File: src/hw/rtl/tcep_pkg.sv
// ---------------------------------------------------------------------------
// tcep_pkg - shared definitions of the text color escape parser
// Widths, character codes, register indexes, the glyph record and the palette.
// ---------------------------------------------------------------------------
package tcep_pkg;

    // sizes
    localparam int COUNT_BITS = 16;
    localparam int COORD_BITS = 16;
    localparam int CHAR_BITS  = 8;
    localparam int FIELD_XY_BITS = 16;
    localparam int COLOR_BITS = 8;
    localparam int ADV_BITS   = 8;
    localparam int HEX_CNT_BITS = 3;
    localparam int HEX_ACC_BITS = 24;
    localparam int HEX_DIGITS   = 6;

    // sum 2*x + count*advance, wide enough for the shadow offset and the clamp
    localparam int PROD_BITS = COUNT_BITS + ADV_BITS;
    localparam int SUM_BASE  = (PROD_BITS + 1 > FIELD_XY_BITS + 1) ?
                               PROD_BITS + 1 : FIELD_XY_BITS + 1;
    localparam int SUM_WIDE  = (SUM_BASE > COORD_BITS) ? SUM_BASE : COORD_BITS;
    localparam int SUM_BITS  = SUM_WIDE + 2;

    // character codes
    localparam logic [CHAR_BITS-1:0] CHAR_NUL     = 8'h00;
    localparam logic [CHAR_BITS-1:0] CHAR_NEWLINE = 8'h0A;
    localparam logic [CHAR_BITS-1:0] CHAR_CARET   = 8'h5E;
    localparam logic [CHAR_BITS-1:0] CHAR_HEX     = 8'h3E;
    localparam logic [CHAR_BITS-1:0] CHAR_SHADOW  = 8'h2B;
    localparam logic [CHAR_BITS-1:0] CHAR_BOLD    = 8'h26;
    localparam logic [CHAR_BITS-1:0] CHAR_ZERO    = 8'h30;
    localparam logic [CHAR_BITS-1:0] CHAR_NINE    = 8'h39;
    localparam logic [CHAR_BITS-1:0] CHAR_LOW_A   = 8'h61;
    localparam logic [CHAR_BITS-1:0] CHAR_LOW_F   = 8'h66;
    localparam logic [CHAR_BITS-1:0] CHAR_LOW_L   = 8'h6C;
    localparam logic [CHAR_BITS-1:0] CHAR_UP_A    = 8'h41;
    localparam logic [CHAR_BITS-1:0] CHAR_UP_F    = 8'h46;
    localparam logic [CHAR_BITS-1:0] CASE_BIT     = 8'h20;

    // colors
    localparam logic [3*COLOR_BITS-1:0] COLOR_YELLOW = 24'hFFFF00;
    localparam logic [COLOR_BITS-1:0]   COLOR_RESET  = 8'd220;
    localparam logic [ADV_BITS-1:0]     ADV_RESET    = 8'd17;
    localparam int SHADOW_OFFSET = 2;

    // configuration register indexes
    localparam int CFG_INDEX_BITS = 2;
    localparam logic [CFG_INDEX_BITS-1:0] CFG_DEFAULT_RED   = 2'd0;
    localparam logic [CFG_INDEX_BITS-1:0] CFG_DEFAULT_GREEN = 2'd1;
    localparam logic [CFG_INDEX_BITS-1:0] CFG_DEFAULT_BLUE  = 2'd2;
    localparam logic [CFG_INDEX_BITS-1:0] CFG_ADVANCE       = 2'd3;

    localparam int PALETTE_INDEX_BITS = 5;

    // one glyph to be drawn, handed from parser to emitter
    typedef struct packed {
        logic [CHAR_BITS-1:0]         code;
        logic [COUNT_BITS-1:0]        count;
        logic signed [FIELD_XY_BITS-1:0] start_x;
        logic signed [FIELD_XY_BITS-1:0] start_y;
        logic [COLOR_BITS-1:0]        red;
        logic [COLOR_BITS-1:0]        green;
        logic [COLOR_BITS-1:0]        blue;
        logic                         shadow;
    } glyph_rec_t;

    // palette lookup, {red, green, blue}
    function automatic logic [3*COLOR_BITS-1:0] palette_color(
        input logic [PALETTE_INDEX_BITS-1:0] idx
    );
        logic [3*COLOR_BITS-1:0] rgb;
        case (idx)
            5'd0:    rgb = {8'd0,   8'd0,   8'd0};
            5'd1:    rgb = {8'd255, 8'd255, 8'd255};
            5'd2:    rgb = {8'd0,   8'd0,   8'd255};
            5'd3:    rgb = {8'd0,   8'd255, 8'd0};
            5'd4:    rgb = {8'd255, 8'd0,   8'd0};
            5'd5:    rgb = {8'd0,   8'd255, 8'd255};
            5'd6:    rgb = {8'd255, 8'd255, 8'd0};
            5'd7:    rgb = {8'd255, 8'd0,   8'd255};
            5'd8:    rgb = {8'd100, 8'd0,   8'd255};
            5'd9:    rgb = {8'd100, 8'd255, 8'd0};
            5'd10:   rgb = {8'd255, 8'd0,   8'd100};
            5'd11:   rgb = {8'd100, 8'd255, 8'd100};
            5'd12:   rgb = {8'd200, 8'd200, 8'd200};
            5'd13:   rgb = {8'd150, 8'd150, 8'd150};
            5'd14:   rgb = {8'd100, 8'd100, 8'd100};
            5'd15:   rgb = {8'd50,  8'd50,  8'd50};
            5'd16:   rgb = {8'd50,  8'd0,   8'd0};
            5'd17:   rgb = {8'd0,   8'd50,  8'd0};
            5'd18:   rgb = {8'd0,   8'd0,   8'd50};
            5'd19:   rgb = {8'd50,  8'd0,   8'd50};
            5'd20:   rgb = {8'd50,  8'd50,  8'd0};
            5'd21:   rgb = {8'd0,   8'd50,  8'd50};
            default: rgb = {8'd0,   8'd0,   8'd0};
        endcase
        return rgb;
    endfunction

endpackage

File: src/hw/rtl/tcep_ifs.sv
// ---------------------------------------------------------------------------
// tcep_ifs - stream channels of the text color escape parser
// Input byte channel and glyph result channel, valid/ready handshake.
// ---------------------------------------------------------------------------
interface tcep_in_if;
    logic        valid;
    logic        ready;
    logic [7:0]  char_code;
    logic        first_of_string;
    logic        last_of_string;
    logic signed [15:0] origin_x;
    logic signed [15:0] origin_y;

    modport source (
        output valid, char_code, first_of_string, last_of_string, origin_x, origin_y,
        input  ready
    );
    modport sink (
        input  valid, char_code, first_of_string, last_of_string, origin_x, origin_y,
        output ready
    );
endinterface

interface tcep_out_if;
    logic        valid;
    logic        ready;
    logic [7:0]  glyph_code;
    logic signed [15:0] pos_x;
    logic signed [15:0] pos_y;
    logic [7:0]  red;
    logic [7:0]  green;
    logic [7:0]  blue;
    logic        is_shadow;
    logic        last_of_run;

    modport source (
        output valid, glyph_code, pos_x, pos_y, red, green, blue, is_shadow, last_of_run,
        input  ready
    );
    modport sink (
        input  valid, glyph_code, pos_x, pos_y, red, green, blue, is_shadow, last_of_run,
        output ready
    );
endinterface

File: src/hw/rtl/tcep_parser.sv
// ---------------------------------------------------------------------------
// tcep_parser - escape decoder and string state
// Decodes one byte per transfer, keeps color, shadow, count and origin, and
// registers a glyph record for every byte that draws.
// ---------------------------------------------------------------------------
module tcep_parser (
    input  logic                           clk,
    input  logic                           rst_n,
    tcep_in_if.sink                        in_ch,
    input  logic [tcep_pkg::COLOR_BITS-1:0] default_red,
    input  logic [tcep_pkg::COLOR_BITS-1:0] default_green,
    input  logic [tcep_pkg::COLOR_BITS-1:0] default_blue,
    output logic                           rec_valid,
    input  logic                           rec_ready,
    output tcep_pkg::glyph_rec_t           rec
);

    typedef enum logic [1:0] {
        MODE_NORMAL,
        MODE_CARET,
        MODE_HEX,
        MODE_HALT
    } mode_t;

    localparam logic [tcep_pkg::COUNT_BITS-1:0] COUNT_MAX = '1;

    mode_t                                  mode_reg, mode_cur, mode_next;
    logic [tcep_pkg::HEX_CNT_BITS-1:0]      hex_cnt_reg, hex_cnt_cur, hex_cnt_next;
    logic [tcep_pkg::HEX_ACC_BITS-1:0]      hex_acc_reg, hex_acc_cur, hex_acc_next;
    logic [tcep_pkg::COLOR_BITS-1:0]        red_reg, red_next;
    logic [tcep_pkg::COLOR_BITS-1:0]        green_reg, green_next;
    logic [tcep_pkg::COLOR_BITS-1:0]        blue_reg, blue_next;
    logic                                   shadow_reg, shadow_next;
    logic [tcep_pkg::COUNT_BITS-1:0]        count_reg, count_next;
    logic signed [tcep_pkg::FIELD_XY_BITS-1:0] start_x_reg, start_x_next;
    logic signed [tcep_pkg::FIELD_XY_BITS-1:0] start_y_reg, start_y_next;
    logic                                   rec_valid_reg, rec_valid_next;
    tcep_pkg::glyph_rec_t                   rec_reg, rec_next;

    logic                                   accept;
    logic                                   draw;
    logic [tcep_pkg::CHAR_BITS-1:0]         c;
    logic [tcep_pkg::CHAR_BITS-1:0]         lc;
    logic [3*tcep_pkg::COLOR_BITS-1:0]      pal_rgb;
    logic [tcep_pkg::PALETTE_INDEX_BITS-1:0] pal_idx;

    // hex digit value, anything else counts as zero
    function automatic logic [3:0] hex_value(input logic [tcep_pkg::CHAR_BITS-1:0] ch);
        logic [3:0] v;
        v = 4'd0;
        if (ch >= tcep_pkg::CHAR_ZERO && ch <= tcep_pkg::CHAR_NINE)
            v = 4'(ch - tcep_pkg::CHAR_ZERO);
        else if (ch >= tcep_pkg::CHAR_LOW_A && ch <= tcep_pkg::CHAR_LOW_F)
            v = 4'(ch - tcep_pkg::CHAR_LOW_A + 8'd10);
        else if (ch >= tcep_pkg::CHAR_UP_A && ch <= tcep_pkg::CHAR_UP_F)
            v = 4'(ch - tcep_pkg::CHAR_UP_A + 8'd10);
        return v;
    endfunction

    assign in_ch.ready = !rec_valid_reg || rec_ready;
    assign accept      = in_ch.valid && in_ch.ready;
    assign rec_valid   = rec_valid_reg;
    assign rec         = rec_reg;

    // palette index from a digit or a letter
    assign c  = in_ch.char_code;
    assign lc = c | tcep_pkg::CASE_BIT;
    always_comb
    begin
        if (c >= tcep_pkg::CHAR_ZERO && c <= tcep_pkg::CHAR_NINE)
            pal_idx = tcep_pkg::PALETTE_INDEX_BITS'(c - tcep_pkg::CHAR_ZERO);
        else
            pal_idx = tcep_pkg::PALETTE_INDEX_BITS'(lc - tcep_pkg::CHAR_LOW_A + 8'd10);
    end
    assign pal_rgb = tcep_pkg::palette_color(pal_idx);

    // byte decode and next string state
    always_comb
    begin
        mode_cur     = mode_reg;
        hex_cnt_cur  = hex_cnt_reg;
        hex_acc_cur  = hex_acc_reg;
        red_next     = red_reg;
        green_next   = green_reg;
        blue_next    = blue_reg;
        shadow_next  = shadow_reg;
        count_next   = count_reg;
        start_x_next = start_x_reg;
        start_y_next = start_y_reg;
        draw         = 1'b0;

        // start of a string
        if (in_ch.first_of_string)
        begin
            mode_cur     = MODE_NORMAL;
            hex_cnt_cur  = '0;
            hex_acc_cur  = '0;
            red_next     = default_red;
            green_next   = default_green;
            blue_next    = default_blue;
            shadow_next  = 1'b0;
            count_next   = '0;
            start_x_next = in_ch.origin_x;
            start_y_next = in_ch.origin_y;
        end

        mode_next    = mode_cur;
        hex_cnt_next = hex_cnt_cur;
        hex_acc_next = hex_acc_cur;

        unique case (mode_cur)
            MODE_NORMAL:
            begin
                if (c == tcep_pkg::CHAR_NUL)
                    mode_next = MODE_HALT;
                else if (c == tcep_pkg::CHAR_CARET)
                    mode_next = MODE_CARET;
                else
                    draw = 1'b1;
            end
            MODE_CARET:
            begin
                mode_next = MODE_NORMAL;
                if (c == tcep_pkg::CHAR_NUL || c == tcep_pkg::CHAR_NEWLINE)
                    mode_next = MODE_HALT;
                else if ((c >= tcep_pkg::CHAR_ZERO && c <= tcep_pkg::CHAR_NINE) ||
                         (lc >= tcep_pkg::CHAR_LOW_A && lc <= tcep_pkg::CHAR_LOW_L))
                    {red_next, green_next, blue_next} = pal_rgb;
                else if (c == tcep_pkg::CHAR_HEX)
                begin
                    mode_next    = MODE_HEX;
                    hex_cnt_next = '0;
                    hex_acc_next = '0;
                end
                else if (c == tcep_pkg::CHAR_CARET)
                    draw = 1'b1;
                else if (c == tcep_pkg::CHAR_SHADOW)
                    shadow_next = !shadow_next;
                else if (c == tcep_pkg::CHAR_BOLD)
                    mode_next = MODE_NORMAL;
                else
                    {red_next, green_next, blue_next} = tcep_pkg::COLOR_YELLOW;
            end
            MODE_HEX:
            begin
                if (c == tcep_pkg::CHAR_NUL)
                    mode_next = MODE_HALT;
                else
                begin
                    hex_acc_next = {hex_acc_cur[tcep_pkg::HEX_ACC_BITS-5:0], hex_value(c)};
                    hex_cnt_next = hex_cnt_cur + 3'd1;
                    if (hex_cnt_next >= tcep_pkg::HEX_CNT_BITS'(tcep_pkg::HEX_DIGITS))
                    begin
                        {red_next, green_next, blue_next} = hex_acc_next;
                        hex_cnt_next = '0;
                        mode_next    = MODE_NORMAL;
                    end
                end
            end
            MODE_HALT:
            begin
                mode_next = MODE_HALT;
            end
            default:
            begin
                mode_next = MODE_NORMAL;
            end
        endcase

        // count saturates at its maximum
        if (draw && count_next != COUNT_MAX)
            count_next = count_next + 1'b1;

        // unfinished escapes end with the string
        if (in_ch.last_of_string)
        begin
            mode_next    = MODE_NORMAL;
            hex_cnt_next = '0;
            hex_acc_next = '0;
        end
    end

    // glyph record register
    always_comb
    begin
        rec_valid_next = rec_valid_reg;
        rec_next       = rec_reg;
        if (rec_ready)
            rec_valid_next = 1'b0;
        if (accept && draw)
        begin
            rec_valid_next   = 1'b1;
            rec_next.code    = c;
            rec_next.count   = count_next;
            rec_next.start_x = start_x_next;
            rec_next.start_y = start_y_next;
            rec_next.red     = red_next;
            rec_next.green   = green_next;
            rec_next.blue    = blue_next;
            rec_next.shadow  = shadow_next;
        end
    end

    // state registers
    always_ff @(posedge clk or negedge rst_n)
    begin
        if (!rst_n)
        begin
            mode_reg      <= MODE_NORMAL;
            hex_cnt_reg   <= '0;
            hex_acc_reg   <= '0;
            red_reg       <= tcep_pkg::COLOR_RESET;
            green_reg     <= tcep_pkg::COLOR_RESET;
            blue_reg      <= tcep_pkg::COLOR_RESET;
            shadow_reg    <= 1'b0;
            count_reg     <= '0;
            start_x_reg   <= '0;
            start_y_reg   <= '0;
            rec_valid_reg <= 1'b0;
        end
        else
        begin
            rec_valid_reg <= rec_valid_next;
            if (accept)
            begin
                mode_reg    <= mode_next;
                hex_cnt_reg <= hex_cnt_next;
                hex_acc_reg <= hex_acc_next;
                red_reg     <= red_next;
                green_reg   <= green_next;
                blue_reg    <= blue_next;
                shadow_reg  <= shadow_next;
                count_reg   <= count_next;
                start_x_reg <= start_x_next;
                start_y_reg <= start_y_next;
            end
        end
    end

    // record payload
    always_ff @(posedge clk)
    begin
        rec_reg <= rec_next;
    end

endmodule

File: src/hw/rtl/tcep_emitter.sv
// ---------------------------------------------------------------------------
// tcep_emitter - glyph position and result output
// Turns a glyph record into a shadow copy (when enabled) and a main result,
// computing the half-pixel position, truncation toward zero and the clamp.
// ---------------------------------------------------------------------------
module tcep_emitter (
    input  logic                          clk,
    input  logic                          rst_n,
    input  logic [tcep_pkg::ADV_BITS-1:0] advance,
    input  logic                          rec_valid,
    output logic                          rec_ready,
    input  tcep_pkg::glyph_rec_t          rec,
    tcep_out_if.source                    out_ch
);

    localparam int SB = tcep_pkg::SUM_BITS;
    localparam int XY = tcep_pkg::FIELD_XY_BITS;
    localparam logic signed [SB-1:0] SAT_HI = SB'((64'sd1 <<< (tcep_pkg::COORD_BITS - 1)) - 1);
    localparam logic signed [SB-1:0] SAT_LO = -SAT_HI - 1;
    localparam logic signed [SB-1:0] OFS_HALF = SB'(2 * tcep_pkg::SHADOW_OFFSET);
    localparam logic signed [SB-1:0] OFS_FULL = SB'(tcep_pkg::SHADOW_OFFSET);

    typedef struct packed {
        logic [tcep_pkg::CHAR_BITS-1:0]  glyph_code;
        logic signed [XY-1:0]            pos_x;
        logic signed [XY-1:0]            pos_y;
        logic [tcep_pkg::COLOR_BITS-1:0] red;
        logic [tcep_pkg::COLOR_BITS-1:0] green;
        logic [tcep_pkg::COLOR_BITS-1:0] blue;
        logic                            is_shadow;
        logic                            last_of_run;
    } out_item_t;

    logic                               out_valid_reg, out_valid_next;
    out_item_t                          out_reg, out_next;
    logic                               phase_reg, phase_next;
    logic                               load;
    logic                               emit_shadow;
    logic [tcep_pkg::PROD_BITS-1:0]     prod;
    logic signed [SB-1:0]               sum2;
    logic signed [SB-1:0]               y_ext;

    // halve toward zero
    function automatic logic signed [SB-1:0] half_trunc(input logic signed [SB-1:0] v);
        logic [SB-1:0] t;
        t = v + {{(SB-1){1'b0}}, v[SB-1]};
        return $signed(t) >>> 1;
    endfunction

    // clamp to the coordinate range, keep the field bits
    function automatic logic signed [XY-1:0] clamp(input logic signed [SB-1:0] v);
        logic signed [SB-1:0] t;
        t = v;
        if (v > SAT_HI)
            t = SAT_HI;
        else if (v < SAT_LO)
            t = SAT_LO;
        return t[XY-1:0];
    endfunction

    // position in half pixels
    assign prod  = rec.count * advance;
    assign sum2  = {{(SB-XY-1){rec.start_x[XY-1]}}, rec.start_x, 1'b0}
                 + {{(SB-tcep_pkg::PROD_BITS){1'b0}}, prod};
    assign y_ext = {{(SB-XY){rec.start_y[XY-1]}}, rec.start_y};

    assign load        = rec_valid && (!out_valid_reg || out_ch.ready);
    assign emit_shadow = rec.shadow && !phase_reg;
    assign rec_ready   = load && !emit_shadow;

    // next result
    always_comb
    begin
        out_valid_next = out_valid_reg;
        out_next       = out_reg;
        phase_next     = phase_reg;
        if (out_ch.ready)
            out_valid_next = 1'b0;
        if (load)
        begin
            out_valid_next      = 1'b1;
            out_next.glyph_code = rec.code;
            if (emit_shadow)
            begin
                out_next.pos_x       = clamp(half_trunc(sum2 + OFS_HALF));
                out_next.pos_y       = clamp(y_ext + OFS_FULL);
                out_next.red         = '0;
                out_next.green       = '0;
                out_next.blue        = '0;
                out_next.is_shadow   = 1'b1;
                out_next.last_of_run = 1'b0;
                phase_next           = 1'b1;
            end
            else
            begin
                out_next.pos_x       = clamp(half_trunc(sum2));
                out_next.pos_y       = clamp(y_ext);
                out_next.red         = rec.red;
                out_next.green       = rec.green;
                out_next.blue        = rec.blue;
                out_next.is_shadow   = 1'b0;
                out_next.last_of_run = 1'b1;
                phase_next           = 1'b0;
            end
        end
    end

    // control registers
    always_ff @(posedge clk or negedge rst_n)
    begin
        if (!rst_n)
        begin
            out_valid_reg <= 1'b0;
            phase_reg     <= 1'b0;
        end
        else
        begin
            out_valid_reg <= out_valid_next;
            phase_reg     <= phase_next;
        end
    end

    // result payload
    always_ff @(posedge clk)
    begin
        out_reg <= out_next;
    end

    assign out_ch.valid       = out_valid_reg;
    assign out_ch.glyph_code  = out_reg.glyph_code;
    assign out_ch.pos_x       = out_reg.pos_x;
    assign out_ch.pos_y       = out_reg.pos_y;
    assign out_ch.red         = out_reg.red;
    assign out_ch.green       = out_reg.green;
    assign out_ch.blue        = out_reg.blue;
    assign out_ch.is_shadow   = out_reg.is_shadow;
    assign out_ch.last_of_run = out_reg.last_of_run;

endmodule

File: src/hw/rtl/text_color_escape_parser_top.sv
// ---------------------------------------------------------------------------
// text_color_escape_parser_top - text escape parser, top level
// Parses caret escapes in a text byte stream and emits glyph draw results.
//
//   channel   dir  transfer item
//   in_ch     in   one text byte with string flags and origin
//   out_ch    out  one glyph: code, position, color, shadow and run flags
//   cfg       in   write of a default color or the glyph advance
//
// A byte is taken every cycle while the record register can take it; a byte
// that draws a shadowed glyph holds the emitter for its shadow and main results.
// A result passes the parser's record register, then the emitter's result register.
// Reset clears the parse state and sets the registers to their defaults.
// A stalled output holds its result while one more glyph waits in the record
// register; only then is the input stalled.
// ---------------------------------------------------------------------------
module text_color_escape_parser_top (
    input  logic                                clk,
    input  logic                                rst_n,
    input  logic                                cfg_we,
    input  logic [tcep_pkg::CFG_INDEX_BITS-1:0] cfg_index,
    input  logic [tcep_pkg::COLOR_BITS-1:0]     cfg_data,
    tcep_in_if.sink                             in_ch,
    tcep_out_if.source                          out_ch
);

    logic [tcep_pkg::COLOR_BITS-1:0] def_red_reg;
    logic [tcep_pkg::COLOR_BITS-1:0] def_green_reg;
    logic [tcep_pkg::COLOR_BITS-1:0] def_blue_reg;
    logic [tcep_pkg::ADV_BITS-1:0]   advance_reg;

    logic                 rec_valid;
    logic                 rec_ready;
    tcep_pkg::glyph_rec_t rec;

    // configuration registers
    always_ff @(posedge clk or negedge rst_n)
    begin
        if (!rst_n)
        begin
            def_red_reg   <= tcep_pkg::COLOR_RESET;
            def_green_reg <= tcep_pkg::COLOR_RESET;
            def_blue_reg  <= tcep_pkg::COLOR_RESET;
            advance_reg   <= tcep_pkg::ADV_RESET;
        end
        else if (cfg_we)
        begin
            unique case (cfg_index)
                tcep_pkg::CFG_DEFAULT_RED:   def_red_reg   <= cfg_data;
                tcep_pkg::CFG_DEFAULT_GREEN: def_green_reg <= cfg_data;
                tcep_pkg::CFG_DEFAULT_BLUE:  def_blue_reg  <= cfg_data;
                tcep_pkg::CFG_ADVANCE:       advance_reg   <= cfg_data;
                default:                     advance_reg   <= advance_reg;
            endcase
        end
    end

    // byte decode
    tcep_parser u_parser (
        .clk           (clk),
        .rst_n         (rst_n),
        .in_ch         (in_ch),
        .default_red   (def_red_reg),
        .default_green (def_green_reg),
        .default_blue  (def_blue_reg),
        .rec_valid     (rec_valid),
        .rec_ready     (rec_ready),
        .rec           (rec)
    );

    // glyph results
    tcep_emitter u_emitter (
        .clk       (clk),
        .rst_n     (rst_n),
        .advance   (advance_reg),
        .rec_valid (rec_valid),
        .rec_ready (rec_ready),
        .rec       (rec),
        .out_ch    (out_ch)
    );

endmodule

File: src/flat_wrapper.sv
// flat-port wrapper written by rule: the top's interface ports become plain ports
module text_color_escape_parser_top_flat 
  (clk, rst_n, cfg_we, cfg_index, cfg_data, in_ch_valid, in_ch_char_code, in_ch_first_of_string, in_ch_last_of_string, in_ch_origin_x, in_ch_origin_y, in_ch_ready, out_ch_valid, out_ch_glyph_code, out_ch_pos_x, out_ch_pos_y, out_ch_red, out_ch_green, out_ch_blue, out_ch_is_shadow, out_ch_last_of_run, out_ch_ready);
  tcep_in_if in_ch_i ();
  tcep_out_if out_ch_i ();
  input  logic clk;
  input  logic rst_n;
  input  logic cfg_we;
  input  logic [tcep_pkg::CFG_INDEX_BITS-1:0] cfg_index;
  input  logic [tcep_pkg::COLOR_BITS-1:0] cfg_data;
  input wire logic [$bits(in_ch_i.valid)-1:0] in_ch_valid;
  input wire logic [$bits(in_ch_i.char_code)-1:0] in_ch_char_code;
  input wire logic [$bits(in_ch_i.first_of_string)-1:0] in_ch_first_of_string;
  input wire logic [$bits(in_ch_i.last_of_string)-1:0] in_ch_last_of_string;
  input wire logic [$bits(in_ch_i.origin_x)-1:0] in_ch_origin_x;
  input wire logic [$bits(in_ch_i.origin_y)-1:0] in_ch_origin_y;
  output wire logic [$bits(in_ch_i.ready)-1:0] in_ch_ready;
  output wire logic [$bits(out_ch_i.valid)-1:0] out_ch_valid;
  output wire logic [$bits(out_ch_i.glyph_code)-1:0] out_ch_glyph_code;
  output wire logic [$bits(out_ch_i.pos_x)-1:0] out_ch_pos_x;
  output wire logic [$bits(out_ch_i.pos_y)-1:0] out_ch_pos_y;
  output wire logic [$bits(out_ch_i.red)-1:0] out_ch_red;
  output wire logic [$bits(out_ch_i.green)-1:0] out_ch_green;
  output wire logic [$bits(out_ch_i.blue)-1:0] out_ch_blue;
  output wire logic [$bits(out_ch_i.is_shadow)-1:0] out_ch_is_shadow;
  output wire logic [$bits(out_ch_i.last_of_run)-1:0] out_ch_last_of_run;
  input wire logic [$bits(out_ch_i.ready)-1:0] out_ch_ready;
  assign in_ch_i.valid = in_ch_valid;
  assign in_ch_i.char_code = in_ch_char_code;
  assign in_ch_i.first_of_string = in_ch_first_of_string;
  assign in_ch_i.last_of_string = in_ch_last_of_string;
  assign in_ch_i.origin_x = in_ch_origin_x;
  assign in_ch_i.origin_y = in_ch_origin_y;
  assign in_ch_ready = in_ch_i.ready;
  assign out_ch_valid = out_ch_i.valid;
  assign out_ch_glyph_code = out_ch_i.glyph_code;
  assign out_ch_pos_x = out_ch_i.pos_x;
  assign out_ch_pos_y = out_ch_i.pos_y;
  assign out_ch_red = out_ch_i.red;
  assign out_ch_green = out_ch_i.green;
  assign out_ch_blue = out_ch_i.blue;
  assign out_ch_is_shadow = out_ch_i.is_shadow;
  assign out_ch_last_of_run = out_ch_i.last_of_run;
  assign out_ch_i.ready = out_ch_ready;
  text_color_escape_parser_top u_core (.clk(clk), .rst_n(rst_n), .cfg_we(cfg_we), .cfg_index(cfg_index), .cfg_data(cfg_data), .in_ch(in_ch_i), .out_ch(out_ch_i));
endmodule
File: config.mk
export PLATFORM = sky130hd
export DESIGN_NAME = text_color_escape_parser_top_flat
export DESIGN_NICKNAME = d
export VERILOG_FILES = /design/src/hw/rtl/tcep_pkg.sv /design/src/hw/rtl/tcep_ifs.sv /design/src/hw/rtl/tcep_parser.sv /design/src/hw/rtl/tcep_emitter.sv /design/src/hw/rtl/text_color_escape_parser_top.sv /design/src/flat_wrapper.sv
export SDC_FILE = /design/constraint.sdc
export NUM_CORES = 1
export LEC_CHECK = 0
export BUFFER_PORTS_ARGS = -buffer_cell sky130_fd_sc_hd__buf_2
export CAP_MARGIN = 10
export CORE_MARGIN = 2
export CORE_UTILIZATION = 40
export CTS_CLUSTER_SIZE = 30
export DETAILED_ROUTE_END_ITERATION = 7
export GPL_TIMING_DRIVEN = 0
export PLACE_DENSITY = 0.57
export SYNTH_ARGS = -nofsm -noshare
export SYNTH_HDL_FRONTEND = slang
export SYNTH_SLANG_ARGS = --single-unit
File: constraint.sdc
create_clock -name clk -period 20.4 [get_ports clk]
set_clock_uncertainty 0.15 [all_clocks]
set_input_delay 4.08 -clock clk [delete_from_list [all_inputs] [get_ports clk]]
set_output_delay 4.08 -clock clk [all_outputs]
set_load 0.1 [all_outputs]
### Word-level counts from Yosys, hierarchy flattened

Memory sizes are Yosys's and may differ from the RTL's.
Index checks and enable logic that the tools add are counted.

| word-level totals | value |
|---|---|
| register bits | 284 |
| bits in latches | 0 |
| memory bits (writable) | 0 |
| bits in read-only memories | 768 |
| input port bits | 57 |
| output and inout port bits | 68 |
| word-level logic and storage cells | 197 |
| memories kept | 1 |

Memories:

| name | words | width | read ports | clocked after Yosys merged registers in | write ports | line | source |
|---|---|---|---|---|---|---|---|
| (no name shown) | 32 | 24 | 1 | 0 | 0 | tcep_pkg.sv:73 | `case (idx)` |

| operators by class | value |
|---|---|
| add/subtract/negate cells | 14 |
| $mul | 1 |
| div/mod/pow operators | 0 |
| $lt $le $gt $ge | 17 |
| eq/ne operators | 12 |
| shifts and indexed selects | 0 |
| muxes and demuxes | 91 |
| bitwise gates (word level) | 0 |
| reductions and logical operators | 28 |

Operator list:

| cell | count |
|---|---|
| 8-bit two-way mux | 27 |
| 16-bit two-way mux | 12 |
| 24-bit two-way mux | 6 |
| 58-bit two-way mux | 1 |
| 26-bit by 16-bit > comparator with 1-bit output (second input constant) | 2 |
| 26-bit by 16-bit < comparator with 1-bit output (second input constant) | 2 |
| 24-bit one-hot mux with 2 select lines | 1 |
| 8-bit one-hot mux with 2 select lines | 3 |
| 26-bit by 2-bit adder with 27-bit output | 1 |
| 26-bit by 4-bit adder with 27-bit output (second input constant) | 1 |
| 27-bit by 1-bit adder with 27-bit output | 1 |
| 17-bit by 25-bit adder with 26-bit output | 1 |
| 8-bit by 6-bit == test with 1-bit output (second input constant) | 3 |
| 8-bit by 7-bit greater-or-equal comparator with 1-bit output (second input constant) | 3 |
| 8-bit by 7-bit less-or-equal comparator with 1-bit output (second input constant) | 3 |
| 16-bit by 8-bit multiplier with 24-bit output | 1 |
| 3-bit two-way mux | 7 |
| 1-bit two-way mux | 18 |
| 2-bit two-way mux | 9 |
| 16-bit by 3-bit adder with 17-bit output (second input constant) | 1 |
| 17-bit by 16-bit > comparator with 1-bit output (second input constant) | 1 |
| 17-bit by 16-bit < comparator with 1-bit output (second input constant) | 1 |
| 16-bit by 1-bit adder with 16-bit output (second input constant) | 1 |
| 16-bit > comparator (second input constant) | 1 |
| other kinds (27) | 56 |

### Longest topological paths before layout

| depth | value |
|---|---|
| depth in word-level cells | 8 |
| gate-level depth with buffers | 47 |
| mapped depth without buffers | 44 |

### Modules after synthesis

Synthesis repeated with hierarchy kept, for this count alone.

| second synthesis, totals | value |
|---|---|
| cells, all modules | 2197 |
| area total of the unflattened synthesis | 21774.6 sq um |

Modules (own cells, without submodules):

| module | instances | cells an instance | area each (sq um) | seq. area each (sq um) |
|---|---|---|---|---|
| tcep_emitter | 1 | 1188 | 10328.7 | 2031.9 |
| tcep_parser | 1 | 941 | 10212.3 | 4928.5 |
| text_color_escape_parser_top | 1 | 68 | 1233.7 | 822.0 |

### Least setup slack after synthesis

Ideal clock, no wire load.

| timing | value |
|---|---|
| path kind | input port to flip-flop |
| from | input port out_ch_ready |
| to | register u_core.u_parser.rec_reg (netlist bit u_core.u_parser.rec[0]), enable pin |
| setup time | 0.521 ns |
| data arrival time | 10.770 ns |
| required time | 19.729 ns |
| setup slack | 8.958 ns |
| stages | 7 |
| path buffers | 2 |
| cells stage by stage | nand2b_1 nand2_1 o21ai_0 nand2_1 clkbuf_1 clkbuf_1 nor2_1 |

| between the ends | value |
|---|---|
| longest elaborated chain between the ends | 6 |

RTL lines:

| item | line | source |
|---|---|---|
| from (decl) | flat_wrapper.sv:27 | `input wire logic [$bits(out_ch_i.ready)-1:0] out_ch_ready;` |
| 1-bit logical OR | tcep_emitter.sv:67 | `assign load = rec_valid && (!out_valid_reg \|\| out_ch.ready);` |
| 1-bit logical AND | tcep_emitter.sv:67 |  |
| 1-bit logical AND | tcep_emitter.sv:69 | `assign rec_ready = load && !emit_shadow;` |
| 1-bit logical OR | tcep_parser.sv:60 | `assign in_ch.ready = !rec_valid_reg \|\| rec_ready;` |
| via in_ch_ready | flat_wrapper.sv:17 | `output wire logic [$bits(in_ch_i.ready)-1:0] in_ch_ready;` |
| 1-bit logical AND | tcep_parser.sv:61 | `assign accept = in_ch.valid && in_ch.ready;` |
| 1-bit logical AND | tcep_parser.sv:190 | `if (accept && draw)` |
| to (signal assigned) | tcep_parser.sv:243 | `rec_reg <= rec_next;` |
| to (decl) | tcep_parser.sv:38 | `tcep_pkg::glyph_rec_t rec_reg, rec_next;` |

The timed path passes the listed nets, and every way through them passes these cells.
A chain may end at the register's enable or synchronous reset.

### Worst setup path in the final report

| timing | value |
|---|---|
| from | register u_core.advance_reg[4] in the netlist's numbering |
| to | register u_core.u_emitter.out_reg (netlist bit u_core.u_emitter.out_ch.pos_x[2]), data pin |

| between the ends | value |
|---|---|
| longest elaborated chain between the ends | 8 |
| elaborated cells on any way between the ends | 14 |
| classes of those cells | 4 x add/sub; 1 x mul; 4 x order compare; 5 x mux |

RTL lines:

| item | line | source |
|---|---|---|
| from (decl) | text_color_escape_parser_top.sv:30 | `logic [tcep_pkg::ADV_BITS-1:0] advance_reg;` |
| from (signal assigned) | text_color_escape_parser_top.sv:44 | `advance_reg <= tcep_pkg::ADV_RESET;` |
| from (signal assigned) | text_color_escape_parser_top.sv:52 | `tcep_pkg::CFG_ADVANCE: advance_reg <= cfg_data;` |
| from (signal assigned) | text_color_escape_parser_top.sv:53 | `default: advance_reg <= advance_reg;` |
| 16-bit by 8-bit multiplier with 24-bit output (*) | tcep_emitter.sv:62 | `assign prod = rec.count * advance;` |
| 17-bit by 25-bit adder with 26-bit output (*) | tcep_emitter.sv:64 | `+ {{(SB-tcep_pkg::PROD_BITS){1'b0}}, prod};` |
| 26-bit by 4-bit adder with 27-bit output | tcep_emitter.sv:85 | `out_next.pos_x = clamp(half_trunc(sum2 + OFS_HALF));` |
| 27-bit by 1-bit adder with 27-bit output | tcep_emitter.sv:46 | `t = v + {{(SB-1){1'b0}}, v[SB-1]};` |
| 26-bit by 16-bit < comparator with 1-bit output | tcep_emitter.sv:56 | `else if (v < SAT_LO)` |
| 16-bit two-way mux | tcep_emitter.sv:56 |  |
| 16-bit two-way mux | tcep_emitter.sv:54 | `if (v > SAT_HI)` |
| 58-bit two-way mux (*) | tcep_emitter.sv:83 | `if (emit_shadow)` |
| to (signal assigned) | tcep_emitter.sv:126 | `out_reg <= out_next;` |
| to (decl) | tcep_emitter.sv:35 | `out_item_t out_reg, out_next;` |

Every way passes the cells marked *; elsewhere a longest branch is shown, timed or not.

==> reports/results.md <==
| Metric | This run |
|:---|:---|
| Outcome | complete, no violations |
| Detail-routed net length per standard cell | 19.0 um |
| Overflow left after global routing | 0 |
| Slowest-stage cell, CP | sky130_fd_sc_hd__a2111oi_0 |
| Setup repair after global routing missed its margin | false |
| Final setup violation count | 0 |
| Worst Hold Depth | 0 |
| Maximum level of the CTS H-tree | 2 |
| Final Cycle Share | 60.3% |
| Post-layout worst setup margin | 8100 ps |
| Fraction of synthesized cell area taken by the top area cell type | 20.9% |
| Maximum number of buffers from clock root to sink | 3 |
| Die W | 234 um |
| CP startpoint kind | flop |
| Max cap viols | 0 |
| Layout cell share with drive strength beyond 1 | 16.9% |
| Largest stage delay on the critical path | 1040 ps |
| Number of synthesized register bits | 280 |
| Wire length of the first global-routing pass | 91.9 mm |
| Die Height | 234 um |
| Layout Nets | 2566 |
| Number of cells on the critical path | 39 |
| Routability congestion estimate from global placement | 0.907 |
| DP Cell Count | 2982 |
| Post-layout min period | 12300 ps |
| Yosys warning count | 0 |
| Input/output buffers | 124 |
| Setup slack at placement | 8270 ps |
| Quantity of gates resized following cts | 0 |
| Final hold violations | 0 |
| Library cell used as clock root buffer | sky130_fd_sc_hd__clkbuf_16 |
| Kind of capture point of the worst setup path | flop |
| Number of buffer and inverter instances along the worst setup path | 6 |
| Post-synth EDFFs | 147 |
| Crit path max-delay family | compound AO/OA/AOI/OAI gates |
| Number of antenna violations at the first check in global routing | 2 |
| First drt pass iteration count | 5 |
| CTS clock-pin slew for the worst setup and hold paths | 60 ps |
| Top_reg_cell synth | sky130_fd_sc_hd__edfxtp_1 |
| Maximum number of pins on one net before global-route repair | 81 |
| Std-Cell Core Area | 52300 um2 |
| I/O pin total | 125 |
| Tot GR Track Use | 21.3% |
| Final-report max-slew violation count | 0 |
| Clock Sink Count | 280 |
| Endpoint required time on the critical path | 20520 ps |
| Setup Crit Path Kind | reg -> reg |
| Final standard cell count with taps included and fillers excluded | 3045 |
| Sequential-to-total area share from yosys stat | 36.8% |
| Top cell type by total area after synthesis | sky130_fd_sc_hd__edfxtp_1 |
| Area added between synthesis and finish | 12.7% |
| Count of cells along the worst register-to-register path | 39 |
| Biggest fanout along the worst timing path | 10 |
| Async S/R FF share, synth | 47.5% |
| Via count | 16787 |
| Via count of the first global-routing pass | 16598 |
| Effective utilization at floorplan | 40.4% |
| Slew of the pin with the lowest slew margin | 1310 ps |
| Total clock buffers created by CTS | 34 |
| Number of distinct library cell variants in the gate-level netlist after synthesis | 105 |
| Antenna Violating Nets Remaining | 0 |
| Number of buffers inserted by hold repair at cts | 0 |
| Final routed DRC violation total | 0 |
| Post-Syn Nets | 2398 |
| Later-pin clock latency in the skew report | 540 ps |
| Die Outline Area | 54700 um2 |
| Total wire length after detailed routing | 57.9 mm |
| Post-CTS Repair Setup Buffers | 0 |
| Worst Hold Class | reg -> reg |
| Gate count after technology mapping | 2163 |
| Core Rows | 84 |
| Netlist area before placement | 21100 um2 |
| Synth area leaders | sky130_fd_sc_hd__edfxtp_1 21%, sky130_fd_sc_hd__dfrtp_1 12%, sky130_fd_sc_hd__fa_1 8.1% |
| Final HPWL DP | 45.3 mm |
| Worst hold margin | 275 ps |
| Ratio of routed vias to standard cells | 5.51 |
| CTS tree | yes |
| Slew headroom | 10.3% |
| Endpoint arrival time on the critical path | 12420 ps |
| Syn_area_per_cell | 9.77 um2 |
| Flip-flop count of the largest register, all copies and words added | 81 |
| Setup_tns | 0 ps |
| Fmax | 81.3 MHz |
| Drt first-iter violations | 1252 |
| Crit-path most repeated cell | sky130_fd_sc_hd__fa_1 |
| Filler cell count in the final layout | 5036 |
path summary, 6_finish.rpt:
kind	startpoint	to	slack (ps)
worst min-delay path	u_core.u_parser.rec[74]	u_core.u_emitter.out_ch.glyph_code[1]	270
min in group asynchronous	rst_n	u_core.u_parser.hex_acc_reg[14]	3360
worst max-delay path	u_core.advance_reg[4]	u_core.u_emitter.out_ch.pos_x[2]	8100
max in group asynchronous	rst_n	u_core.def_red_reg[4]	15900
worst min register to register	u_core.u_parser.rec[74]	u_core.u_emitter.out_ch.glyph_code[1]	270
worst max register to register	u_core.advance_reg[4]	u_core.u_emitter.out_ch.pos_x[2]	8100
cell type report:
class	instances	area, um2	share of cell area (%)
multi-input combinational	1651	12500	52.3
sequential	280	7780	32.7
clock buffer	40	895	3.76
tap	688	861	3.62
timing repair buffer	132	749	3.15
inverter	133	499	2.10
buffer	99	398	1.67
clock inverter	21	164	0.689
antenna	1	2.50	0.0105
cell usage in the layout (no fill, tap or decap), types with 8 or more instances in the layout:
cell	synthesis	layout
sky130_fd_sc_hd__a21o_1	27	27
sky130_fd_sc_hd__a21oi_1	102	102
sky130_fd_sc_hd__a22o_1	32	32
sky130_fd_sc_hd__a31oi_1	10	10
sky130_fd_sc_hd__and2_1	135	135
sky130_fd_sc_hd__and3_1	22	22
sky130_fd_sc_hd__buf_1	9	9
sky130_fd_sc_hd__buf_2	12	138
sky130_fd_sc_hd__clkbuf_1	76	81
sky130_fd_sc_hd__clkbuf_16	0	35
sky130_fd_sc_hd__dfrtp_1	101	101
sky130_fd_sc_hd__dfstp_2	32	32
sky130_fd_sc_hd__edfxtp_1	147	147
sky130_fd_sc_hd__fa_1	85	85
sky130_fd_sc_hd__ha_1	93	93
sky130_fd_sc_hd__inv_1	133	132
sky130_fd_sc_hd__mux2_2	119	119
sky130_fd_sc_hd__mux2i_1	17	17
sky130_fd_sc_hd__nand2_1	247	247
sky130_fd_sc_hd__nand2b_1	22	22
sky130_fd_sc_hd__nand3_1	67	67
sky130_fd_sc_hd__nand4_1	22	22
sky130_fd_sc_hd__nor2_1	120	119
sky130_fd_sc_hd__nor2b_1	21	21
sky130_fd_sc_hd__nor3_1	43	43
sky130_fd_sc_hd__nor4_1	13	13
sky130_fd_sc_hd__o211ai_1	12	12
sky130_fd_sc_hd__o21a_1	15	15
sky130_fd_sc_hd__o21ai_0	97	97
sky130_fd_sc_hd__o21ai_1	8	8
sky130_fd_sc_hd__o21bai_1	12	12
sky130_fd_sc_hd__o22ai_1	15	15
sky130_fd_sc_hd__o32ai_1	16	16
sky130_fd_sc_hd__or3_1	10	10
sky130_fd_sc_hd__xnor2_1	70	70
sky130_fd_sc_hd__xor2_1	35	35
kinds of logic after synthesis:
kind of cell    count (synthesis)  synth area share [%]
compound gates                453                  15.0
xor+xnor                      108                  4.58
fa+ha+maj                     178                  13.6
flops                         280                  36.8
buf+inv                       232                  4.25
simple gates                  776                  18.6
mux                           136                  7.15
metal layers:
layer  routed length (um)  share of wire, %  up-vias  global-route usage, %
met3                 2640               4.6       90                   3.11
met2                28100                49      463                   36.3
met1                25700                44     8183                   28.1
met4                 1400               2.4        0                   5.80
li1                     -                 -     8051                      -
met5                    0                 0        -                      0
cells in the mapped netlist (7+ instances only):
cell type and n:
sky130_fd_sc_hd__nand2_1 247, sky130_fd_sc_hd__edfxtp_1 147, sky130_fd_sc_hd__and2_1 135, sky130_fd_sc_hd__inv_1 133, sky130_fd_sc_hd__nor2_1 120, sky130_fd_sc_hd__mux2_2 119
sky130_fd_sc_hd__a21oi_1 102, sky130_fd_sc_hd__dfrtp_1 101, sky130_fd_sc_hd__o21ai_0 97, sky130_fd_sc_hd__ha_1 93, sky130_fd_sc_hd__fa_1 85, sky130_fd_sc_hd__clkbuf_1 76
sky130_fd_sc_hd__xnor2_1 70, sky130_fd_sc_hd__nand3_1 67, sky130_fd_sc_hd__nor3_1 43, sky130_fd_sc_hd__xor2_1 35, sky130_fd_sc_hd__a22o_1 32, sky130_fd_sc_hd__dfstp_2 32
sky130_fd_sc_hd__a21o_1 27, sky130_fd_sc_hd__and3_1 22, sky130_fd_sc_hd__nand2b_1 22, sky130_fd_sc_hd__nand4_1 22, sky130_fd_sc_hd__nor2b_1 21, sky130_fd_sc_hd__mux2i_1 17
sky130_fd_sc_hd__o32ai_1 16, sky130_fd_sc_hd__o21a_1 15, sky130_fd_sc_hd__o22ai_1 15, sky130_fd_sc_hd__nor4_1 13, sky130_fd_sc_hd__buf_2 12, sky130_fd_sc_hd__o211ai_1 12
sky130_fd_sc_hd__o21bai_1 12, sky130_fd_sc_hd__a31oi_1 10, sky130_fd_sc_hd__or3_1 10, sky130_fd_sc_hd__buf_1 9, sky130_fd_sc_hd__o21ai_1 8, sky130_fd_sc_hd__a211oi_1 7
sky130_fd_sc_hd__o211a_1 7, sky130_fd_sc_hd__o31ai_1 7, sky130_fd_sc_hd__or2_2 7, sky130_fd_sc_hd__or4_1 7
stage by stage:
step	utilization (%)	instance area [um2]
finish	45.5	23800
global route	45.5	23800
CTS	45.5	23800
detailed placement	43.4	22700
global placement	43.2	22600
floorplan	-	21100
Power is left out: the tool's default activity adds up to more than one toggle a clock period on the data nets, which glitch-free logic cannot reach.
